**src/rtl/b64e_pkg.sv**
```systemverilog
// Shared types, constants and the alphabet function for the base64 stream encoder.
package b64e_pkg;

    localparam int CHAR_W      = 7;
    localparam int SEXTET_W    = 6;
    localparam int MAX_CHARS   = 4;
    localparam int CMDQ_DEPTH  = 4;

    localparam logic [CHAR_W-1:0] PAD_CHAR = 7'h3D;

    // One decoded byte: up to four characters to send, count minus one, and the message end
    typedef struct packed {
        logic [MAX_CHARS-1:0][CHAR_W-1:0] chars;
        logic [1:0]                       cnt_m1;
        logic                             msg_last;
    } b64e_cmd_t;

    // Push side of the command queue
    typedef struct packed {
        logic      valid;
        b64e_cmd_t cmd;
    } b64e_push_t;

    // Map one sextet to its character of the standard alphabet
    function automatic logic [CHAR_W-1:0] enc_char(input logic [SEXTET_W-1:0] s);
        logic [CHAR_W-1:0] v;
        v = {1'b0, s};
        if (s < 6'd26)
            return 7'h41 + v;
        else if (s < 6'd52)
            return 7'h61 + v - 7'd26;
        else if (s < 6'd62)
            return 7'h30 + v - 7'd52;
        else if (s == 6'd62)
            return 7'h2B;
        else
            return 7'h2F;
    endfunction

endpackage

```
**src/rtl/base64_stream_encoder_unit.sv**
```systemverilog
// Top level of the base64 stream encoder.
// Encodes a byte stream into base64 characters (standard alphabet, '=' padding); last_byte
// marks the final byte of a message, and out_last marks its final character. The front end
// decodes a byte in the cycle it is offered and writes it into the command queue at the
// accepting edge, so a new byte is taken every cycle while the queue has room (byte_stall is
// high whenever the queue is full, even in a cycle where the sender frees an entry). The
// sender then drives one character per cycle while char_stall is low, one to four per byte,
// so the output port sets the sustained rate: four characters for every three bytes inside
// long messages and four characters per byte for one-byte messages, with CMDQ_DEPTH bytes
// of slack between the two sides. The first character of a byte passes through the command
// queue and then the output register before it reaches the output.
module base64_stream_encoder_unit
#(
    parameter int CMDQ_DEPTH = b64e_pkg::CMDQ_DEPTH
)
(
    input  logic                         clk,
    input  logic                         rst_n,
    input  logic                         byte_valid,
    output logic                         byte_stall,
    input  logic [7:0]                   data_byte,
    input  logic                         last_byte,
    output logic                         char_valid,
    input  logic                         char_stall,
    output logic [b64e_pkg::CHAR_W-1:0]  out_char,
    output logic                         out_last
);

    b64e_pkg::b64e_push_t push;
    b64e_pkg::b64e_cmd_t  head;
    logic                 queue_full;
    logic                 queue_empty;
    logic                 pop;

    b64e_front u_front
    (
        .clk        (clk),
        .rst_n      (rst_n),
        .byte_valid (byte_valid),
        .data_byte  (data_byte),
        .last_byte  (last_byte),
        .queue_full (queue_full),
        .byte_stall (byte_stall),
        .push       (push)
    );

    b64e_queue #(.DEPTH(CMDQ_DEPTH)) u_queue
    (
        .clk   (clk),
        .rst_n (rst_n),
        .push  (push),
        .pop   (pop),
        .full  (queue_full),
        .empty (queue_empty),
        .head  (head)
    );

    b64e_back u_back
    (
        .clk        (clk),
        .rst_n      (rst_n),
        .empty      (queue_empty),
        .head       (head),
        .pop        (pop),
        .char_valid (char_valid),
        .char_stall (char_stall),
        .out_char   (out_char),
        .out_last   (out_last)
    );

endmodule

```
**src/rtl/b64e_front.sv**
```systemverilog
// Front end: accepts bytes, tracks the group phase and builds character commands.
module b64e_front
(
    input  logic                  clk,
    input  logic                  rst_n,
    input  logic                  byte_valid,
    input  logic [7:0]            data_byte,
    input  logic                  last_byte,
    input  logic                  queue_full,
    output logic                  byte_stall,
    output b64e_pkg::b64e_push_t  push
);

    localparam logic [1:0] PH_0 = 2'd0;
    localparam logic [1:0] PH_1 = 2'd1;
    localparam logic [1:0] PH_2 = 2'd2;

    logic [1:0] phase_reg;
    logic [1:0] phase_next;
    logic [3:0] left_reg;
    logic [3:0] left_next;
    logic       accept;
    b64e_pkg::b64e_cmd_t cmd;

    assign byte_stall = queue_full;
    assign accept     = byte_valid && !queue_full;

    // Split the byte into sextets according to the phase
    always_comb
    begin
        cmd          = '0;
        cmd.msg_last = last_byte;
        phase_next   = PH_0;
        left_next    = 4'd0;
        unique case (phase_reg)
            PH_1:
            begin
                cmd.chars[0] = b64e_pkg::enc_char({left_reg[1:0], data_byte[7:4]});
                if (last_byte)
                begin
                    cmd.chars[1] = b64e_pkg::enc_char({data_byte[3:0], 2'b00});
                    cmd.chars[2] = b64e_pkg::PAD_CHAR;
                    cmd.cnt_m1   = 2'd2;
                end
                else
                begin
                    cmd.cnt_m1 = 2'd0;
                    left_next  = data_byte[3:0];
                    phase_next = PH_2;
                end
            end
            PH_2:
            begin
                cmd.chars[0] = b64e_pkg::enc_char({left_reg, data_byte[7:6]});
                cmd.chars[1] = b64e_pkg::enc_char(data_byte[5:0]);
                cmd.cnt_m1   = 2'd1;
            end
            default:
            begin
                cmd.chars[0] = b64e_pkg::enc_char(data_byte[7:2]);
                if (last_byte)
                begin
                    cmd.chars[1] = b64e_pkg::enc_char({data_byte[1:0], 4'b0000});
                    cmd.chars[2] = b64e_pkg::PAD_CHAR;
                    cmd.chars[3] = b64e_pkg::PAD_CHAR;
                    cmd.cnt_m1   = 2'd3;
                end
                else
                begin
                    cmd.cnt_m1 = 2'd0;
                    left_next  = {2'b00, data_byte[1:0]};
                    phase_next = PH_1;
                end
            end
        endcase
    end

    assign push.valid = accept;
    assign push.cmd   = cmd;

    // Advance the phase on each accepted word
    always_ff @(posedge clk or negedge rst_n)
    begin
        if (!rst_n)
        begin
            phase_reg <= PH_0;
            left_reg  <= 4'd0;
        end
        else if (accept)
        begin
            phase_reg <= phase_next;
            left_reg  <= left_next;
        end
    end

endmodule

```
**src/rtl/b64e_queue.sv**
```systemverilog
// Short command queue between the front end and the character sender.
module b64e_queue
#(
    parameter int DEPTH = b64e_pkg::CMDQ_DEPTH
)
(
    input  logic                  clk,
    input  logic                  rst_n,
    input  b64e_pkg::b64e_push_t  push,
    input  logic                  pop,
    output logic                  full,
    output logic                  empty,
    output b64e_pkg::b64e_cmd_t   head
);

    localparam int PTR_W = $clog2(DEPTH);
    localparam int CNT_W = $clog2(DEPTH + 1);
    localparam logic [PTR_W-1:0] LAST_PTR = PTR_W'(DEPTH - 1);
    localparam logic [CNT_W-1:0] FULL_CNT = CNT_W'(DEPTH);

    b64e_pkg::b64e_cmd_t mem [DEPTH];
    logic [PTR_W-1:0] wr_ptr_reg;
    logic [PTR_W-1:0] rd_ptr_reg;
    logic [CNT_W-1:0] cnt_reg;
    logic             do_push;
    logic             do_pop;

    assign full    = (cnt_reg == FULL_CNT);
    assign empty   = (cnt_reg == '0);
    assign do_push = push.valid && !full;
    assign do_pop  = pop && !empty;
    assign head    = mem[rd_ptr_reg];

    // Store pushed commands
    always_ff @(posedge clk)
    begin
        if (do_push)
            mem[wr_ptr_reg] <= push.cmd;
    end

    // Advance pointers and occupancy
    always_ff @(posedge clk or negedge rst_n)
    begin
        if (!rst_n)
        begin
            wr_ptr_reg <= '0;
            rd_ptr_reg <= '0;
            cnt_reg    <= '0;
        end
        else
        begin
            if (do_push)
                wr_ptr_reg <= (wr_ptr_reg == LAST_PTR) ? '0 : wr_ptr_reg + 1'b1;
            if (do_pop)
                rd_ptr_reg <= (rd_ptr_reg == LAST_PTR) ? '0 : rd_ptr_reg + 1'b1;
            if (do_push && !do_pop)
                cnt_reg <= cnt_reg + 1'b1;
            else if (do_pop && !do_push)
                cnt_reg <= cnt_reg - 1'b1;
        end
    end

endmodule

```
**src/rtl/b64e_back.sv**
```systemverilog
// Back end: sends the characters of each command through an output register, one per cycle while not stalled.
module b64e_back
(
    input  logic                                 clk,
    input  logic                                 rst_n,
    input  logic                                 empty,
    input  b64e_pkg::b64e_cmd_t                  head,
    output logic                                 pop,
    output logic                                 char_valid,
    input  logic                                 char_stall,
    output logic [b64e_pkg::CHAR_W-1:0]          out_char,
    output logic                                 out_last
);

    logic [1:0]                     idx_reg;
    logic                           valid_reg;
    logic [b64e_pkg::CHAR_W-1:0]    char_reg;
    logic                           last_reg;
    logic                           load;
    logic                           at_end;

    assign load   = (!valid_reg || !char_stall) && !empty;
    assign at_end = (idx_reg == head.cnt_m1);
    assign pop    = load && at_end;

    assign char_valid = valid_reg;
    assign out_char   = char_reg;
    assign out_last   = last_reg;

    // Step through the head command and drop it after its final character
    always_ff @(posedge clk or negedge rst_n)
    begin
        if (!rst_n)
        begin
            idx_reg   <= 2'd0;
            valid_reg <= 1'b0;
        end
        else
        begin
            if (load)
            begin
                valid_reg <= 1'b1;
                idx_reg   <= at_end ? 2'd0 : idx_reg + 2'd1;
            end
            else if (!char_stall)
                valid_reg <= 1'b0;
        end
    end

    // Hold the output word
    always_ff @(posedge clk)
    begin
        if (load)
        begin
            char_reg <= head.chars[idx_reg];
            last_reg <= head.msg_last && at_end;
        end
    end

endmodule

```
**config.mk**
```make
export PLATFORM = sky130hd
export DESIGN_NAME = base64_stream_encoder_unit
export DESIGN_NICKNAME = d
export VERILOG_FILES = /design/src/rtl/b64e_pkg.sv /design/src/rtl/base64_stream_encoder_unit.sv /design/src/rtl/b64e_front.sv /design/src/rtl/b64e_queue.sv /design/src/rtl/b64e_back.sv
export SDC_FILE = /design/constraint.sdc
export NUM_CORES = 1
export LEC_CHECK = 0
export BUFFER_PORTS_ARGS = -buffer_cell sky130_fd_sc_hd__buf_2
export CORE_MARGIN = 5
export CORE_UTILIZATION = 59
export DETAILED_ROUTE_END_ITERATION = 10
export GPL_TIMING_DRIVEN = 0
export PLACE_DENSITY_LB_ADDON = 0.05
export SYNTH_ARGS = -nofsm -noshare
export SYNTH_HDL_FRONTEND = slang
export SYNTH_HIERARCHICAL = 1
export SYNTH_SLANG_ARGS = --single-unit
```
**constraint.sdc**
```tcl
create_clock -name clk -period 5.36 [get_ports clk]
set_input_delay 0.536 -clock clk [delete_from_list [all_inputs] [get_ports clk]]
set_output_delay 0.536 -clock clk [all_outputs]
set_load 0.05 [all_outputs]
```
==> results.md <==
* Run status: completed
* Detail Route met3 WL at 1050 um
* Total power density per cell area at 553 nW/um^2
* Area share of the largest cell type after synthesis at 49.9%
* CTS Sinks at 148
* # Max-Cap Violations at 0
* Wire per inst at 23.1 um
* Length of the first detailed-routing pass in iterations at 5
* Nets at 677
* Die area at 15900 sq um
* Yosys warning total at 6
* Count of final setup violators at 0
* TritonCTS Buffers at 17
* Count of hold-fix buffers inserted at cts at 0
* Total number of vias at 5184
* Antenna violation net count after detailed routing at 0
* Worst path cell trace: buf_2, buf_4, mux4_2, xor2_1, nor3_1, o31ai_2, ha_1, inv_1, fa_1, mux2_2
* Final Routed Wirelength at 19000 um
* Clock Skews at 0.00511 ns
* Setup repair after global routing missed its margin: false
* TritonCTS clock tree: done
* Overall routing resource usage at 25.1%
* Post-synth EDFFs at 132
* Share of final-layout standard cells stronger than drive strength 1 at 23.0%
* Peak VDD IR at 0.255 mV
* Area post-placement at 8280 sq um
* WP data arrival at 3.48 ns
* Initial core utilization at 59.9%
* Design Power at 4.92 mW
* Root buffer cell: clkbuf_16
* Leading cell types by total area after synthesis: edfxtp_1, mux4_2, dfrtp_1, ha_1, buf_4
* CP Launch Type: flip-flop
* Detailed placement HPWL at 12800 um
* Clk pin slew, worst setup/hold paths at 0.06 ns
* Post-Route Hold Slack at 0.0273 ns
* Flip-flop count of the largest register after layout at 124
* Cells after synthesis at 592
* Maximum number of buffers from clock root to sink at 2
* Std-Cell Rows at 42
* Summed area of non-filler cells in the final layout at 8890 sq um
* Layout Utilization at 67.1%
* Slew @ Worst Pin at 0.916 ns
* Die height at 126 um
* Synthesis-to-finish area growth at 11.9%
* Routed met1 length at 7280 um
* Drt first-iter violations at 530
* Post-synth cell types at 74
* Number of slew-limit violations in the final report at 0
* Vias in the first global route at 5231
* Final hold violations at 0
* Async set or reset register ratio after synthesis at 10.8%
* Post-CTS sizing at 0
* Type of the most critical hold path: in2async
* Post-layout min period at 3.18 ns
* H-tree level count at 4
* Number of antenna diodes at 0
* Buffering stage count on the worst path with inverters included at 3
* Residual DRC at 0
* Top Ports at 23
* Worst setup EP type: flip-flop
* Port-buffer cells at 21
* Maximum number of pins on one net before global-route repair at 32
* Via/cell ratio at 6.29
* Worst slew margin relative to its limit at 39.0%
* Post-CTS setup-driven buffer insertion count at 0
* WL met2 at 10300 um
* Final worst-path setup slack at 2.18 ns
* Library cell with the largest summed area after synthesis: edfxtp_1
* GRT overflow at 0
* Wire length of the first global-routing pass at 30100 um
* Standard cell core area at 13200 sq um
* Most common library cell in the layout ignoring fill and taps: edfxtp_1
* Initial antenna violation count at 0
* Clock latency at the later pin of the worst-skew pair at 0.42 ns
* Cell area after technology mapping at 7940 sq um
* Peak per-stage delay on the critical path at 0.60 ns
* Slowest-stage cell, CP: mux4_2
* Most used cells in the layout excluding fill and tap cells: edfxtp_1, buf_2, nand2_1
* Crit-path max FO at 10
* Final std cells w/o fill at 824
* Place WS at 2.12 ns
* Part of the Yosys area used for sequential elements at 55.0%
* Gp weighted congestion at 0.882
* Worst Path Class, Setup: reg2reg
* Post-Place Cells at 792
* Final Cycle Share at 59.3%
* #FFs+latches synth at 148
* Static Leakage at 3.22 nW
* Setup TNS at 0 ns
* Peak clock frequency supported by timing at 315 MHz
* Delay-heaviest family, CP: multiplexers
* Worst endpoint required time at 5.66 ns
* Horizontal die dimension at 126 um
* Fill cell count at 987
* Avg Inst Size Synth at 13.4 sq um
* Top layer used by detailed routing: met4
* Post-synth top flop: edfxtp_1
[layout make-up]
class                   instances  area (sq um)  share of cell area [%]
plain buffers                  54           335                    3.77
clock buffers                  18           429                    4.83
clock inverters                14           176                    1.99
inverters                      22          82.6                   0.929
multi-input cells             371          3170                    35.7
flip-flops and latches        148          4360                    49.1
well taps                     176           220                    2.48
repair buffers                 21           105                    1.18
[worst register-to-register path: stages (launching register included)]
cell     delay, ns
dfrtp_1       0.35
buf_2         0.22
buf_4         0.28
mux4_2        0.60
xor2_1        0.20
nor3_1        0.27
o31ai_2       0.17
ha_1          0.23
inv_1         0.07
fa_1          0.40
mux2_2        0.27
[cells in the mapped netlist, types with 11 or more instances]
| cell type | count |
|---|---|
| nand2b_1 | 13 |
| o21ai_0 | 24 |
| mux4_2 | 36 |
| nand3_1 | 11 |
| a21oi_1 | 25 |
| buf_4 | 21 |
| buf_2 | 19 |
| inv_1 | 19 |
| xnor2_1 | 15 |
| nand2_1 | 39 |
| ha_1 | 28 |
| nor3_1 | 13 |
| dfrtp_1 | 16 |
| edfxtp_1 | 132 |
| nor2_1 | 22 |
[per-layer routing]
metal | vias to the layer above | GRT usage, %
met4 | 0 | 7.70
met5 | - | 0
met1 | 2609 | 31.4
li1 | 2344 | -
met3 | 26 | 4.66
met2 | 205 | 44.6
[final timing paths]
| path | startpoint | end | slack, ns | cells after the start |
|---|---|---|---|---|
| max | u_queue/rd_ptr_reg[0] | u_queue/cnt_reg[1] | 2.18 | 10 |
| min | rst_n | u_queue/rd_ptr_reg[1] | 0.03 | 1 |
| max reg2reg | u_queue/rd_ptr_reg[0] | u_queue/cnt_reg[1] | 2.18 | 10 |
| min reg2reg | u_back/char_valid | u_back/char_valid | 0.52 | 2 |
| max in group asynchronous | rst_n | u_front/phase_reg[0] | 5.06 | 1 |
| min in group clk | last_byte | u_queue/mem[3][0] | 0.32 | 1 |
[power breakdown]
part,internal (mW),switching (mW)
logic,0.739,1.11
registers,1.74,0.127
clock network,0.737,0.466
[cell families (layout without fill, tap and decap cells)]
group | after synthesis | count (layout) | share of synthesized area, %
and+or+nand+nor | 146 | 146 | 9.61
other | 1 | 4 | 0.0472
buffers and inverters | 76 | 129 | 5.26
AOI/OAI and AO/OA | 125 | 125 | 11.0
adders and majority gates | 29 | 29 | 4.67
DFF | 148 | 148 | 55.0
muxes | 46 | 46 | 12.1
xor gates and xnor gates | 21 | 21 | 2.32
Note: power is estimated with default switching activity, not from simulation.
